## config.mk

```make
export PLATFORM = sky130hd
export DESIGN_NAME = hsl_to_rgb_converter_unit
export DESIGN_NICKNAME = d
export VERILOG_FILES = /design/src/hw/rtl/hsl_pkg.sv /design/src/hw/rtl/hsl_chan.sv /design/src/hw/rtl/hsl_to_rgb_converter_unit.sv
export SDC_FILE = /design/constraint.sdc
export NUM_CORES = 2
export LEC_CHECK = 0
export ABC_CLOCK_PERIOD_IN_PS = 7120
export BUFFER_PORTS_ARGS = -buffer_cell sky130_fd_sc_hd__clkbuf_2
export CAP_MARGIN = 20
export CORE_UTILIZATION = 54
export DETAILED_ROUTE_END_ITERATION = 8
export PLACE_DENSITY_LB_ADDON = 0.25
export SYNTH_ARGS = -nofsm -noshare
export SYNTH_HDL_FRONTEND = slang
export SYNTH_SLANG_ARGS = --single-unit
```

## constraint.sdc

```tcl
create_clock -name clk_i -period 7.12 [get_ports clk_i]
set_clock_uncertainty 0.15 [all_clocks]
set_input_delay 0.712 -clock clk_i [delete_from_list [all_inputs] [get_ports clk_i]]
set_output_delay 0.712 -clock clk_i [all_outputs]
set_load 0.02 [all_outputs]
```

## src/hw/rtl/hsl_pkg.sv

```systemverilog
// ----------------------------------------------------------------------------
// hsl_pkg: shared types and constants for the HSL to RGB converter
// Fixed-point widths, hue ramp breakpoints and the reciprocal constants
// used for the final divide.
// ----------------------------------------------------------------------------
package hsl_pkg;

  typedef logic        [8:0]  hue_t;   // degrees, 0..511 on input
  typedef logic        [6:0]  pct_t;   // percent, 0..127 on input
  typedef logic        [7:0]  byte_t;  // alpha and channel bytes
  typedef logic signed [15:0] pq_t;    // p, q and q-p in units of 1/10000
  typedef logic signed [21:0] v60_t;   // ramp value in units of 1/600000
  typedef logic signed [25:0] scl_t;   // 17 * v60
  typedef logic        [23:0] num_t;   // positive, unsaturated numerator
  typedef logic        [5:0]  ramp_t;  // ramp position 0..60

  localparam int unsigned HueWrap   = 360;
  localparam int unsigned OffRed    = 120;
  localparam int unsigned OffGreen  = 0;
  localparam int unsigned OffBlue   = 240;
  localparam int unsigned RampRise  = 60;
  localparam int unsigned RampFlat  = 180;
  localparam int unsigned RampFall  = 240;
  localparam int unsigned RampSteps = 60;
  localparam int unsigned LightHalf = 50;
  localparam int unsigned PctScale  = 100;

  // 255 / 600000 reduces to 17 / 40000
  localparam int unsigned YScale    = 17;
  localparam int unsigned DivDen    = 40000;
  localparam int unsigned SatLimit  = 256 * DivDen;

  // floor(y / DivDen) = (y * DivMul) >> DivShift, exact for 24-bit y
  localparam int unsigned NumW      = 24;
  localparam int unsigned MulW      = 25;
  localparam int unsigned DivShift  = 40;
  localparam logic [MulW-1:0] DivMul =
    MulW'(((64'd1 << DivShift) + 64'(DivDen) - 64'd1) / 64'(DivDen));

  // register stages from input to result ports
  localparam int unsigned PipeDepth = 5;

endpackage

```

## src/hw/rtl/hsl_chan.sv

```systemverilog
// ----------------------------------------------------------------------------
// hsl_chan: one color channel of the HSL to RGB converter
// Four register stages: hue ramp select, ramp multiply-add, scale and clamp,
// reciprocal divide by 40000.
// ----------------------------------------------------------------------------
module hsl_chan import hsl_pkg::*; (
  input  logic  clk_i,
  input  hue_t  hue_i,     // wrapped hue, 0..359
  input  hue_t  offset_i,  // channel angle offset
  input  pq_t   p_i,
  input  pq_t   q_i,
  output byte_t chan_o
);

  // stage A: channel angle and ramp segment
  logic [9:0] ang_sum;
  hue_t       ang;
  v60_t       base_d, base_q;
  pq_t        diff_d, diff_q;
  ramp_t      pos_d, pos_q;

  always_comb begin
    ang_sum = {1'b0, hue_i} + {1'b0, offset_i};
    ang     = (ang_sum >= 10'(HueWrap)) ? 9'(ang_sum - 10'(HueWrap)) : ang_sum[8:0];
    diff_d  = q_i - p_i;
    if (ang < 9'(RampRise)) begin
      base_d = v60_t'(p_i) * v60_t'(RampSteps);
      pos_d  = ang[5:0];
    end else if (ang < 9'(RampFlat)) begin
      base_d = v60_t'(q_i) * v60_t'(RampSteps);
      pos_d  = '0;
    end else if (ang < 9'(RampFall)) begin
      base_d = v60_t'(p_i) * v60_t'(RampSteps);
      pos_d  = 6'(9'(RampFall) - ang);
    end else begin
      base_d = v60_t'(p_i) * v60_t'(RampSteps);
      pos_d  = '0;
    end
  end

  // stage B: 60p + (q-p)*t, or 60q on the flat segment
  v60_t v60_d, v60_q;
  assign v60_d = base_q + v60_t'(diff_q) * v60_t'(pos_q);

  // stage C: scale by 17, clamp below zero and at the top
  scl_t y_full;
  num_t num_d, num_q;
  logic sat_d, sat_q;

  always_comb begin
    y_full = scl_t'(v60_q) * scl_t'(YScale);
    sat_d  = (y_full >= scl_t'(SatLimit));
    num_d  = (y_full <= scl_t'(0)) ? '0 : y_full[NumW-1:0];
  end

  // stage D: quotient by reciprocal multiply
  logic [NumW+MulW-1:0] prod;
  byte_t                chan_d, chan_q;

  always_comb begin
    prod   = (NumW+MulW)'(num_q) * (NumW+MulW)'(DivMul);
    chan_d = sat_q ? 8'hFF : prod[DivShift +: 8];
  end

  always_ff @(posedge clk_i) begin
    base_q <= base_d;
    diff_q <= diff_d;
    pos_q  <= pos_d;
    v60_q  <= v60_d;
    num_q  <= num_d;
    sat_q  <= sat_d;
    chan_q <= chan_d;
  end

  assign chan_o = chan_q;

endmodule

```

## src/hw/rtl/hsl_to_rgb_converter_unit.sv

```systemverilog
// ----------------------------------------------------------------------------
// hsl_to_rgb_converter_unit: HSL plus alpha to 8-bit RGB plus alpha
// A transaction taken on start_i passes through five register stages and
// shows on the result ports with done_o high.
// Throughput: one transaction per clock; busy_o is never raised and the
// receiver cannot stall, so the five-stage pipeline always advances.
// Reset: rst_ni (async, active low) clears the stage valid bits only; data
// registers are not reset.
// ----------------------------------------------------------------------------
module hsl_to_rgb_converter_unit import hsl_pkg::*; (
  input  logic  clk_i,
  input  logic  rst_ni,
  input  logic  start_i,
  output logic  busy_o,
  input  hue_t  hue_i,
  input  pct_t  saturation_i,
  input  pct_t  lightness_i,
  input  byte_t alpha_in_i,
  output logic  done_o,
  output byte_t red_o,
  output byte_t green_o,
  output byte_t blue_o,
  output byte_t alpha_out_o
);

  // Pipeline never blocks: every start is a transaction.
  assign busy_o = 1'b0;

  logic take;
  assign take = start_i & ~busy_o;

  // --------------------------------------------------------------------------
  // Stage 1: wrap hue into 0..359, form q and p in units of 1/10000.
  //   light < 50 : q = 100l + ls
  //   otherwise  : q = 100l + 100s - ls
  //   p = 200l - q
  // Out-of-range percent inputs follow the same formulas; the channel clamp
  // handles the results. p lands in -1350..16129, q in 0..12700.
  // --------------------------------------------------------------------------
  logic [13:0] ls_prod;
  logic [15:0] l100, s100, l200;
  hue_t        hue_d, hue_q;
  pq_t         q_d, q_q;
  pq_t         p_d, p_q;

  always_comb begin
    ls_prod = 14'(lightness_i) * 14'(saturation_i);
    l100    = 16'(lightness_i) * 16'(PctScale);
    s100    = 16'(saturation_i) * 16'(PctScale);
    l200    = {l100[14:0], 1'b0};
    hue_d   = (hue_i >= 9'(HueWrap)) ? 9'(hue_i - 9'(HueWrap)) : hue_i;
    if (lightness_i < 7'(LightHalf)) begin
      q_d = pq_t'(l100) + pq_t'(ls_prod);
    end else begin
      q_d = pq_t'(l100) + pq_t'(s100) - pq_t'(ls_prod);
    end
    p_d = pq_t'(l200) - q_d;
  end

  always_ff @(posedge clk_i) begin
    hue_q <= hue_d;
    q_q   <= q_d;
    p_q   <= p_d;
  end

  // --------------------------------------------------------------------------
  // Stages 2..5: one ramp/scale/divide pipe per channel.
  // Red at +120 degrees, green at 0, blue at +240 (same as -120).
  // --------------------------------------------------------------------------
  hsl_chan u_chan_red (
    .clk_i    (clk_i),
    .hue_i    (hue_q),
    .offset_i (9'(OffRed)),
    .p_i      (p_q),
    .q_i      (q_q),
    .chan_o   (red_o)
  );

  hsl_chan u_chan_green (
    .clk_i    (clk_i),
    .hue_i    (hue_q),
    .offset_i (9'(OffGreen)),
    .p_i      (p_q),
    .q_i      (q_q),
    .chan_o   (green_o)
  );

  hsl_chan u_chan_blue (
    .clk_i    (clk_i),
    .hue_i    (hue_q),
    .offset_i (9'(OffBlue)),
    .p_i      (p_q),
    .q_i      (q_q),
    .chan_o   (blue_o)
  );

  // --------------------------------------------------------------------------
  // Valid bits and alpha travel alongside the channel data.
  // --------------------------------------------------------------------------
  logic [PipeDepth-1:0] vld_d, vld_q;
  byte_t                alpha_d [PipeDepth];
  byte_t                alpha_q [PipeDepth];

  always_comb begin
    vld_d      = {vld_q[PipeDepth-2:0], take};
    alpha_d[0] = alpha_in_i;
    for (int i = 1; i < PipeDepth; i++) begin
      alpha_d[i] = alpha_q[i-1];
    end
  end

  always_ff @(posedge clk_i or negedge rst_ni) begin
    if (!rst_ni) begin
      vld_q <= '0;
    end else begin
      vld_q <= vld_d;
    end
  end

  always_ff @(posedge clk_i) begin
    for (int i = 0; i < PipeDepth; i++) begin
      alpha_q[i] <= alpha_d[i];
    end
  end

  assign done_o      = vld_q[PipeDepth-1];
  assign alpha_out_o = alpha_q[PipeDepth-1];

endmodule

```

# After elaboration in Yosys (flattened, before gate mapping)
# Memories as Yosys holds them, arrays and structs flattened.
# Cells that the tools add are included.
classes:
  muxes: 20
  n_lt_le_gt_ge: 20
  mul: 14
  n_addsub: 17
op_table:
  columns: ["operator", "n"]
  rows:
  - ["multiplier 24 x 25 -> 48 bit, second input constant", 3]
  - ["2-to-1 mux 22 bit", 6]
  - [">= comparator 26 x 25 -> 1 bit, second input constant", 3]
  - ["less-or-equal comparator 26 x 1 -> 1 bit, second input constant", 3]
  - ["multiplier 22 x 6 -> 26 bit, second input constant", 3]
  - ["adder 22 bit", 3]
  - ["multiplier 16 x 7 -> 22 bit", 3]
  - ["less-than comparator 9 x 8 -> 1 bit, second input constant", 6]
  - ["2-to-1 mux 6 bit", 9]
  - ["multiplier 16 x 5 -> 20 bit, second input constant", 2]
  - ["2-to-1 mux 9 bit", 4]
  - ["subtractor 9 bit, second input constant", 4]
  - ["subtractor 16 bit", 2]
  - ["adder 14 x 14 -> 15 bit", 2]
  - ["less-than comparator 9 x 6 -> 1 bit, second input constant", 3]
  - ["multiplier 7 x 5 -> 12 bit, second input constant", 2]
  - [">= comparator 10 x 9 -> 1 bit, second input constant", 2]
  - [">= comparator 9 bit, second input constant", 2]
  - ["subtractor 6 bit, first input constant", 3]
  - ["2-to-1 mux 16 bit", 1]
  - ["subtractor 15 x 14 -> 16 bit", 1]
  - ["multiplier 7 x 7 -> 14 bit", 1]
  - ["adder 9 x 7 -> 10 bit, second input constant", 1]
  - ["adder 9 x 8 -> 10 bit, second input constant", 1]
  - ["less-than comparator 7 x 6 -> 1 bit, second input constant", 1]
word_totals:
  reg_bits: 311
  mem_bits_rw: 40
  memories: 1
  inputBits: 34
  elab_cells: 98
  out_inout_bits: 34
mem_list:
  columns: ["memory", "depth", "word_bits", "read_ports", "rd_ports_with_merged_regs", "write_ports", "line", "rtl"]
  rows:
  - ["alpha_q", 5, 8, 5, 0, 5, "hsl_to_rgb_converter_unit.sv:102", "byte_t alpha_q [PipeDepth];"]

# Logic depth before layout (Yosys ltp)
logic_depth:
  word_depth: 7
  depth_mapped: 33
  ltp_nobuf: 33

# Modules after synthesis
# From an unflattened synthesis, not the netlist that was laid out.
unflattened:
  cells_unflattened: 8089
  area_unflattened_um2: 76289.4
by_module_without_submodules:
  columns: ["mod", "n_inst", "area_per_inst_um2", "cells_each", "seq_area_each_um2"]
  rows:
  - ["hsl_chan at u_chan_red", 1, 23729.0, 2570, 1941.9]
  - ["hsl_chan at u_chan_blue", 1, 22929.5, 2419, 1941.9]
  - ["hsl_chan at u_chan_green", 1, 22783.1, 2386, 1941.9]
  - ["hsl_to_rgb_converter_unit", 1, 6847.8, 714, 1726.7]

# Least setup slack after synthesis
# Ideal clock, no wire load.
synth_timing:
  path_type: "in2reg"
  start: "input saturation_i[1]"
  end: "register p_q[14]"
  setup_ps: 118
  required_time_ps: 6852
  cell_stages: 30
  arrival_time_ps: 6815
  setup_slack_ps: 36
  n_path_buf: 1
  cell_sequence: "and2_1 fa_1 inv_1 fa_1 inv_1 fa_1 inv_1 fa_1 inv_1 ha_1 a21boi_0 o21ai_0 a21boi_0 o21ai_0 nand2b_1 a21o_1 a21o_1 xnor2_1 fa_1 ha_1 nand3_1 nand2_1 a41oi_1 a31oi_1 ha_1 buf_1 nand3_1 o2111ai_1 a21oi_1 xnor2_1"
synth_between:
  elab_chain_len: 5
  elab_cells_between_ends: 7
  cone_classes: "4 x add/sub; 2 x mul; 1 x mux"
synth_rtl:
  columns: ["item", "line", "rtl"]
  rows:
  - ["from (decl)", "hsl_to_rgb_converter_unit.sv:16", "input pct_t saturation_i,"]
  - ["multiplier 7 x 5 -> 12 bit", "hsl_to_rgb_converter_unit.sv:49", "s100 = 16'(saturation_i) * 16'(PctScale);"]
  - ["adder 14 x 14 -> 15 bit", "hsl_to_rgb_converter_unit.sv:55", "q_d = pq_t'(l100) + pq_t'(s100) - pq_t'(ls_prod);"]
  - ["subtractor 15 x 14 -> 16 bit", "hsl_to_rgb_converter_unit.sv:55", null]
  - ["2-to-1 mux 16 bit *", "hsl_to_rgb_converter_unit.sv:52", "if (lightness_i < 7'(LightHalf)) begin"]
  - ["subtractor 16 bit *", "hsl_to_rgb_converter_unit.sv:57", "p_d = pq_t'(l200) - q_d;"]
  - ["net p_d[14]", "hsl_to_rgb_converter_unit.sv:44", "pq_t p_d, p_q;"]
  - ["to (signal assigned)", "hsl_to_rgb_converter_unit.sv:63", "p_q <= p_d;"]
  - ["to (decl)", "hsl_to_rgb_converter_unit.sv:44", null]
# The timed path passes the listed nets; every way through them passes the cells marked *.
# A chain may end at the register's enable or synchronous reset.

# Final worst setup path
layout_timing:
  start: "register u_chan_blue.num_q[14]"
  end: "register u_chan_blue.chan_q[1] (netlist: u_chan_blue.chan_o[1])"
layout_between:
  elab_chain_len: 1
layout_rtl:
  columns: ["item", "line", "rtl"]
  rows:
  - ["from (decl)", "hsl_chan.sv:47", "num_t num_d, num_q;"]
  - ["from (signal assigned)", "hsl_chan.sv:70", "num_q <= num_d;"]
  - ["multiplier 24 x 25 -> 48 bit", "hsl_chan.sv:61", "prod = (NumW+MulW)'(num_q) * (NumW+MulW)'(DivMul);"]
  - ["to (signal assigned)", "hsl_chan.sv:72", "chan_q <= chan_d;"]
  - ["to (decl)", "hsl_chan.sv:58", "byte_t chan_d, chan_q;"]
# No other way between the ends.

==> metrics.md <==
| Metric | Value |
|---|---|
| Top post-synthesis cells by count | `inv_1, ha_1, fa_1` |
| Largest net degree at the start of global routing | `31` |
| Most frequent cell after synthesis | `inv_1` |
| Main synth FF type | `dfxtp_1` |
| Die W | `345 µm` |
| Final min period | `roughly 6.9 ns` |
| Area fraction in compound gates after synthesis | `7.15%` |
| Worst hold path type | `in -> reg` |
| Placed cell areas | `67400 µm²` |
| Max clock buf depth | `3` |
| Nets | `9200` |
| Die Ht | `around 350 µm` |
| WP data arrival | `~7.3 ns` |
| CP Launch Type | `flop` |
| ANT nets after route | `0` |
| WS Path Type | `reg -> reg` |
| #FFs+latches synth | `approximately 340` |
| Synth async-reset ratio | `1.48%` |
| R2R Path Start | `u_chan_blue.num_q[14]$_SDFF_PP0_` |
| Synth area leaders | `fa_1, ha_1, dfxtp_1` |
| GR Util met1 | `33.9%` |
| Mux contribution to synthesized area | `1.36%` |
| R2R depth | `20` |
| Worst EP required | `between 7 and 8 ns` |
| Slew @ Worst Pin | `1.17 ns` |
| Number of max-cap violations | `0` |
| CP Capture Point | `u_chan_blue.chan_o[1]$_SDFF_PP1_` |
| Share of the yosys chip area belonging to registers | `between 10% and 20%` |
| Clock latency on the worst-skew pair | `0.63 ns` |
| Root Driver | `clkbuf_16` |
| Post-Synth Adder-Cell Area | `57.7%` |
| Top cell type's share of synthesized area | `about a third` |
| RR Endpoint | `u_chan_blue.chan_o[1]$_SDFF_PP1_` |
| Total gr overflow | `0` |
| Hpwl dp | `126 mm` |
| Wire per inst | `around 17 µm` |
| GR peak layer | `met2` |
| First-pass iteration count of the detailed router | `5` |
| Final hold vios | `0` |
| Worst setup path start | `u_chan_blue.num_q[14]$_SDFF_PP0_` |
| Met3 GRT Util | `4.52%` |
| Syn. warnings | `0` |
| Post-synth EDFFs | `0` |
| Htree depth | `2` |
| CTS Buf Count | `44` |
| Iter 0 DRT Violations | `2059` |
| DR vias | `43407` |
| Max FO, Critical Path | `3` |
| Fin crit share | `around 100%` |
| Initial Util | `54.6%` |
| Io pins | `68` |
| Port-buffer cells | `66` |
| Layout cells sized above 1 | `7.91%` |
| WL final | `142 mm` |
| P&R area growth vs syn | `9.10%` |
| Fin. max-slew vios | `0` |
| Status | `complete, no violations` |
| Design area | `69300 µm²` |
| Clk slew on worst S/H paths | `~0.06 ns` |
| CTS tree | `yes` |
| Final setup fails | `0` |
| Die area | `119000 µm²` |
| GR Layer Usage met2 | `40.3%` |
| DRC Markers | `0` |
| Core area | `about 120000 µm²` |
| Fmax | `144 MHz` |
| Synth Area in XOR/XNOR | `3.99%` |
| Crit end category | `flop` |
| Yosys top cell by area | `fa_1` |
| Antenna violations before repair | `5` |
| Yosys cell types | `83` |
| Post-synthesis cell count | `6542` |
| R2R setup slack | `0.20 ns` |
| Post-Synth Simple-Gate Area | `8.25%` |
| Main combinational cell family by area after synthesis | `adder cells` |
| Global placement routability congestion | `0.951` |
| RSZ-0062 raised after global routing | `false` |
| Mapped cell area | `roughly 64000 µm²` |
| Via/cell ratio | `5.15` |
| Slew HR | `about 22%` |
| First-pass GRT wire length | `236 mm` |
| CTS sink cnt | `337` |
| Vias in the first global route | `around 46000` |
| Row Count | `125` |
| Total GRT Usage | `24.6%` |
| Syn Area/Cell | `9.71 µm²` |
==> kinds of logic after synthesis <==
kind of cell,Yosys count
XOR/XNOR,288
adder cells (fa/ha/maj),2303
buffers and inverters,1822
AO/OA/AOI/OAI,698
multiplexers,77
other,2
AND/OR/NAND/NOR,1015
flip-flops,337
==> final cells by class <==
type	instances	area (µm²)
Multi-Input combinational cell	4397	50100
Fill cell	10097	47000
Sequential cell	337	6800
Inverter	1750	6570
Timing Repair Buffer	335	2390
Tap cell	1524	1910
Clock buffer	55	1190
Clock inverter	27	318
Antenna cell	2	5.00
==> timing repair <==
| action | 4_1_cts | 5_1_grt |
|---|---|---|
| pin swaps | 0 | 9 |
| resized for setup | 4 | 65 |
| endpoints found under the hold margin | 16 | 0 |
| buffers inserted | 0 | 0 |
| hold buffers | 12 | 0 |
| endpoints found under the setup margin | 4 | 24 |
==> state kept, by name, indices dropped and copies added (netlist names) <==
register,cells
vld_q,5
u_chan_blue.diff_q,15
u_chan_green.num_q,23
p_q,16
u_chan_red.v60_q,21
u_chan_blue.pos_q,6
u_chan_red.chan_o,8
u_chan_blue.base_q,20
u_chan_green.chan_o,8
u_chan_red.sat_q,1
u_chan_green.base_q,20
q_q,15
u_chan_blue.sat_q,1
u_chan_red.base_q,20
u_chan_blue.v60_q,21
hue_q,9
u_chan_red.num_q,23
u_chan_green.sat_q,1
alpha_q,40
u_chan_blue.num_q,23
u_chan_red.pos_q,6
u_chan_green.v60_q,21
u_chan_green.pos_q,6
u_chan_blue.chan_o,8
==> per-stage QoR <==
| stage | util [%] | TNS [ns] | hold slack [ns] | setup WS (ns) | instances |
|---|---|---|---|---|---|
| floorplan | - | 0 | 0.160 | 0.0364 | 6556 |
| global placement | 58.0 | -1.65 | 0.160 | -0.451 | 8329 |
| detailed placement | 58.0 | -1.81 | 0.162 | -0.472 | 8329 |
| CTS | 59.4 | 0 | 0.00355 | 0.0362 | 8423 |
| global route | 59.6 | 0 | 0.0138 | 0.00176 | 8426 |
| finish | 59.6 | 0 | 0.0559 | 0.199 | 8427 |
==> worst min-delay path by stage <==
stage	from	end	slack, ns	cells past startpoint
3_5_place_dp	alpha_q[0][9]$_DFF_P_	alpha_q[0][17]$_DFF_P_	0.16	0
2_1_floorplan	alpha_q[0][2]$_DFF_P_	alpha_q[0][10]$_DFF_P_	0.16	0
5_1_grt	hue_i[0]	hue_q[0]$_DFF_P_	0.01	1
6_report	hue_i[0]	hue_q[0]$_DFF_P_	0.06	1
4_1_cts	hue_i[0]	hue_q[0]$_DFF_P_	0.004	1
3_3_place_gp	alpha_q[0][29]$_DFF_P_	alpha_q[0][37]$_DFF_P_	0.16	0
==> cell usage in the layout (no fill, tap or decap), types with 37 or more instances in the layout <==
cell type / synthesis / layout
ha_1: 1252 / 1250
clkbuf_16: 0 / 44
a21oi_1: 192 / 186
nand2_1: 184 / 184
mux2_2: 45 / 45
xor2_1: 73 / 72
and2_1: 254 / 254
nor3_1: 53 / 53
fa_1: 1049 / 1044
nor2_1: 237 / 236
buf_4: 3 / 255
a21o_1: 106 / 106
nand3_1: 51 / 51
nand2b_1: 44 / 44
xnor2_1: 213 / 209
o21a_1: 37 / 37
dfxtp_1: 332 / 312
o21ai_0: 130 / 123
nor2b_1: 69 / 68
clkbuf_2: 1 / 66
inv_1: 1750 / 1750
==> metal layers <==
| metal | wire [µm] | vias to the layer above |
|---|---|---|
| met5 | 20 | - |
| met4 | 2920 | 4 |
| met3 | 7740 | 159 |
| met2 | 65100 | 784 |
| met1 | 66100 | 21414 |
| li1 | - | 21046 |
==> worst max-delay path, cell delays in order, from the launching register on <==
cell      delay, ns
dfxtp_1        0.36
fa_2           0.49
fa_1           0.56
inv_1          0.07
fa_1           0.49
fa_1           0.59
fa_1           0.47
fa_1           0.52
inv_1          0.06
fa_1           0.47
ha_1           0.32
a22o_1         0.23
or4_1          0.55
a211oi_2       0.21
o311ai_0       0.14
buf_4          0.18
a31oi_1        0.17
buf_4          0.17
o21ai_0        0.12
a211o_1        0.32
a21o_1         0.18
Power is not shown: default switching activity piles up to over one toggle a cycle in this logic, so the estimate is an artifact.
